===== config.mk =====
export PLATFORM = sky130hd
export DESIGN_NAME = ifu_ctrl
export DESIGN_NICKNAME = d
export VERILOG_FILES = /design/src/sv/ifu_pkg.sv /design/src/sv/ifu_ctrl.sv
export SDC_FILE = /design/constraint.sdc
export NUM_CORES = 1
export LEC_CHECK = 0
export BUFFER_PORTS_ARGS = -buffer_cell sky130_fd_sc_hd__buf_2
export CAP_MARGIN = 40
export CELL_PAD_IN_SITES_DETAIL_PLACEMENT = 1
export CELL_PAD_IN_SITES_GLOBAL_PLACEMENT = 2
export CORE_AREA = 3 3 40 42
export CTS_CLUSTER_DIAMETER = 60
export DETAILED_ROUTE_END_ITERATION = 10
export DIE_AREA = 0 0 43 45
export PLACE_DENSITY_LB_ADDON = 0.12
export SLEW_MARGIN = 10
export SYNTH_ARGS = -nofsm -noshare
export SYNTH_HDL_FRONTEND = slang
export SYNTH_SLANG_ARGS = --single-unit

===== constraint.sdc =====
create_clock -name clock -period 0.9 [get_ports clock]
set_clock_uncertainty 0.15 [all_clocks]
set_input_delay 0.135 -clock clock [delete_from_list [all_inputs] [get_ports clock]]
set_output_delay 0.135 -clock clock [all_outputs]
set_load 0.005 [all_outputs]

===== src/sv/ifu_pkg.sv =====
// ----------------------------------------------------------------------------
// Integer-factor upscaler package
// Shared types, field widths, register indexes and the reciprocal table
// used by the controller and datapath.
// ----------------------------------------------------------------------------
package ifu_pkg;

   localparam int PIX_W    = 8;
   localparam int COORD_W  = 13;
   localparam int FACT_W   = 4;
   localparam int DIM_W    = 11;
   localparam int CSR_IX_W = 2;

   // register indexes
   localparam logic [CSR_IX_W-1:0] CSR_SCALE = 2'd0;
   localparam logic [CSR_IX_W-1:0] CSR_MODE  = 2'd1;
   localparam logic [CSR_IX_W-1:0] CSR_ROWS  = 2'd2;
   localparam logic [CSR_IX_W-1:0] CSR_COLS  = 2'd3;

   // interpolation modes
   localparam logic MODE_NEAREST  = 1'b0;
   localparam logic MODE_BILINEAR = 1'b1;

   // divide by f*f as multiply by ceil(2^RECIP_SHIFT / (f*f))
   localparam int RECIP_SHIFT = 20;
   localparam int RECIP_W     = RECIP_SHIFT + 1;

   typedef struct packed {
      logic accept;  // item taken this cycle
      logic look;    // line store data valid, latch edge pixels
      logic issue;   // launch one output pixel into the pipeline
   } ifu_cmd_type;

   typedef struct packed {
      logic has_cell;   // current item produces a cell
      logic cell_done;  // pixel counters sit on the last pixel of the cell
      logic adv;        // pipeline may move
   } ifu_sts_type;

   function automatic logic [RECIP_W-1:0] recip_of(input logic [FACT_W-1:0] f);
      logic [RECIP_W-1:0] r;
      unique case (f)
         4'd2:    r = RECIP_W'(262144);
         4'd3:    r = RECIP_W'(116509);
         4'd4:    r = RECIP_W'(65536);
         4'd5:    r = RECIP_W'(41944);
         4'd6:    r = RECIP_W'(29128);
         4'd7:    r = RECIP_W'(21400);
         4'd8:    r = RECIP_W'(16384);
         default: r = RECIP_W'(1048576);
      endcase
      return r;
   endfunction

endpackage


===== src/sv/ifu_ctrl.sv =====
// ----------------------------------------------------------------------------
// Upscaler controller
// Sequences one item: accept, line store read, then one output pixel
// issued per free pipeline cycle until the cell is complete.
// ----------------------------------------------------------------------------
module ifu_ctrl (
   input  logic                 clock,
   input  logic                 reset,
   input  logic                 req_valid,
   output logic                 req_ready,
   input  ifu_pkg::ifu_sts_type sts,
   output ifu_pkg::ifu_cmd_type cmd
);
   import ifu_pkg::*;

   localparam logic [1:0] ST_IDLE = 2'd0;
   localparam logic [1:0] ST_LOOK = 2'd1;
   localparam logic [1:0] ST_EMIT = 2'd2;

   logic [1:0] state_ff;
   logic [1:0] state_in;

   // commands
   assign req_ready  = (state_ff == ST_IDLE);
   assign cmd.accept = req_ready && req_valid;
   assign cmd.look   = (state_ff == ST_LOOK);
   assign cmd.issue  = (state_ff == ST_EMIT) && sts.adv;

   // next state
   always_comb begin
      state_in = state_ff;
      unique case (state_ff)
         ST_IDLE: if (req_valid) state_in = ST_LOOK;
         ST_LOOK: state_in = sts.has_cell ? ST_EMIT : ST_IDLE;
         ST_EMIT: if (sts.adv && sts.cell_done) state_in = ST_IDLE;
         default: state_in = ST_IDLE;
      endcase
   end

   always_ff @(posedge clock) begin
      if (reset) state_ff <= ST_IDLE;
      else       state_ff <= state_in;
   end

endmodule


==> reports/metrics.cfg <==
[yosys]
synth_xor_area_share_pct=0
synth_compound_area_share_pct=5.063
postSynthCellCount=12
syn_avg_cell_area_um2=8.237
seq_area_frac_synth_pct=40.51
synth_top_family_by_area=simple AND/OR/NAND/NOR gates
synthDistinctLibCells=9
yosys_warnings=0
synth-simple-area-share_pct=54.43
netlist_area_um2=98.85
synth_seq_cells=2
syn-num-nets=18
yosys.area_share.adder_pct=0
synthMuxAreaShare_pct=0

[grt]
grt_pass1_wl_um=655
overflow=0
grt_max_degree=5
first_global_vias=154
track_usage_pct=5.403
antenna_found_initial=0

[detailed_routing]
drtAntennaViolNets=0
drtIter0Drc=1
first_pass_iters=2
vias_per_cell=3.326
routed_wl_um=393
drcViolationCount=0
vias=143
wl_per_cell_um=9.140

[cells_and_area]
largest_reg_flops=2
fin_nets=36
fill_cells=162
final_util_pct=20.25
drive_gt1_share_pct=82.14
regMostFlops=state_ff
multiInputGateArea_um2=76.32
largestRegisters=state_ff (2)
antenna_cells=0
syn_to_final_growth_pct=163.3
seq_area_um2=47.55
final_cells=43

[die]
die-area_um2=1935
design.core.area_um2=1285
die_h_um=45
initial_utilization_pct=7.692
die_w_um=43
rows=13
io_pins=10

[sta]
fin_crit_ps=1220
hold-worst-slack_ps=-1.392
hold_viol=1
setup_viol=6
finalCritPeriodShare_pct=135.6
fmax_mhz=819.4
worstMarginPinSlew_ps=89.25
slew_viol_final=0
rsz0062_at_grt=true
setup_ws_ps=-320.4
relSlewSlack_pct=94.03

[critical_path]
critical-path-max-stage-delay_ps=360
critical-path-top-delay-family=flip-flops
cp.arrival_ps=940
end_kind=output port
critPathMaxFanout=3
crit_type=register to output port
crit_path_start_kind=register
worst-path-buf-inv=1
worstPathCellList=and2b_2 > buf_2
reg2reg_from=state_ff[1]
cp.required_ps=610
crit_start=state_ff[1]
cp_slowest_cell=dfxtp_4

[clocking]
clk_latency_ps=230
htree_levels=1
cts_tree=done
holdBufCountCts=1
root_buffer=clkbuf_4
clk_pin_slew_worst_paths_ps=30
cts_sinks=2
numCtsBuffers=3
cts.path.max_buffers=2

[run_status]
violations=negative hold slack, negative setup slack
status=finished, violations left

[power_and_ir_drop]
power_frac_seq_pct=26.4
p_int_mw=0.2912
p_per_area_nw_per_um2=1446
ir_worst_vdd_mv=0.4947
power.switching_mw=0.08507
p_leak_nw=0.1296
clkPwrFrac_pct=52.9
p_comb_share_pct=20.7
swShare_pct=22.61
finalPower_mw=0.3763

[placed_design]
port_buffers=9
pre_cts_ws_ps=-57.97
hpwl_um=258.6
gp_congestion=0.6047
dp_cells=37

[worst_hold_path]
hp-start=sts[2]
hp-class=input pin to register

[flow_run]
drv_cap=0

[stage by stage]
stage	cell area [µm²]	setup TNS (ps)
2_1_floorplan	101.3	-18.25
3_3_place_gp	172.7	-163.8
3_5_place_dp	172.7	-217.6
4_1_cts	222.7	-1242
5_1_grt	260.3	-1638
6_report	260.3	-1386
[logic make-up (layout without fill, tap and decap cells)]
kind of cell	count (synthesis)	after routing
compound gates	1	1
simple gates	9	9
flops	2	2
buf+inv	0	16
[power groups by stage]
stage          sequential, mW  clock (mW)  combinational, mW
4_1_cts                 0.100       0.218             0.0656
3_3_place_gp            0.101           0             0.0495
6_report               0.0992       0.199             0.0779
5_1_grt                0.0996       0.230             0.0870
3_5_place_dp            0.101           0             0.0489
2_1_floorplan           0.100           0             0.0213
[layout make-up]
class / count / area share, %
timing repair buffer: 13 / 36.54
sequential: 2 / 18.27
multi-input combinational: 10 / 29.33
tap: 15 / 7.212
clock buffer: 3 / 8.654
[worst register-to-register path, stage by stage (launching register included)]
cell	delay, ps
dfxtp_4	360
nor2_4	40
and2_4	150
buf_6	100
and2b_1	140
[routing by layer]
metal / global-route usage [%] / part of all wire [%] / up-vias
met5: 0 / 0 / -
met3: 4.382 / 13 / 2
li1: - / - / 70
met1: 5.276 / 40 / 61
met4: 7.229 / 3.6 / 0
met2: 5.988 / 42 / 10
[layout by cell type (no fill, tap or decap), drive strengths merged]
master and n:
nor2 2, nand2 3, nand3b 1, and2b 2, a21oi 1, buf 12
dfxtp 2, clkbuf 3, dlygate4sd3 1, and2 1
[cell usage after synthesis (all sizes together)]
| master | instances | share of area, % |
|---|---|---|
| a21oi | 1 | 5.1 |
| and2 | 1 | 8.9 |
| and2b | 2 | 16 |
| dfxtp | 2 | 41 |
| nand2 | 3 | 11 |
| nand3b | 1 | 7.6 |
| nor2 | 2 | 10 |
[path summary, 6_finish.rpt]
path,end,slack (ps),depth (start not counted)
max,cmd[1],-320,2
min,state_ff[1],-1,3
max reg2reg,state_ff[0],-160,4
min reg2reg,state_ff[1],440,2
[timing repair]
action,CTS,global route
buffers inserted,1,2
endpoints found under the setup margin,6,6
pin swaps,0,2
hold endpoints to repair,1,1
cloned,0,0
gates resized for setup,2,10
No activity file was read; power rests on OpenSTA's default activity.
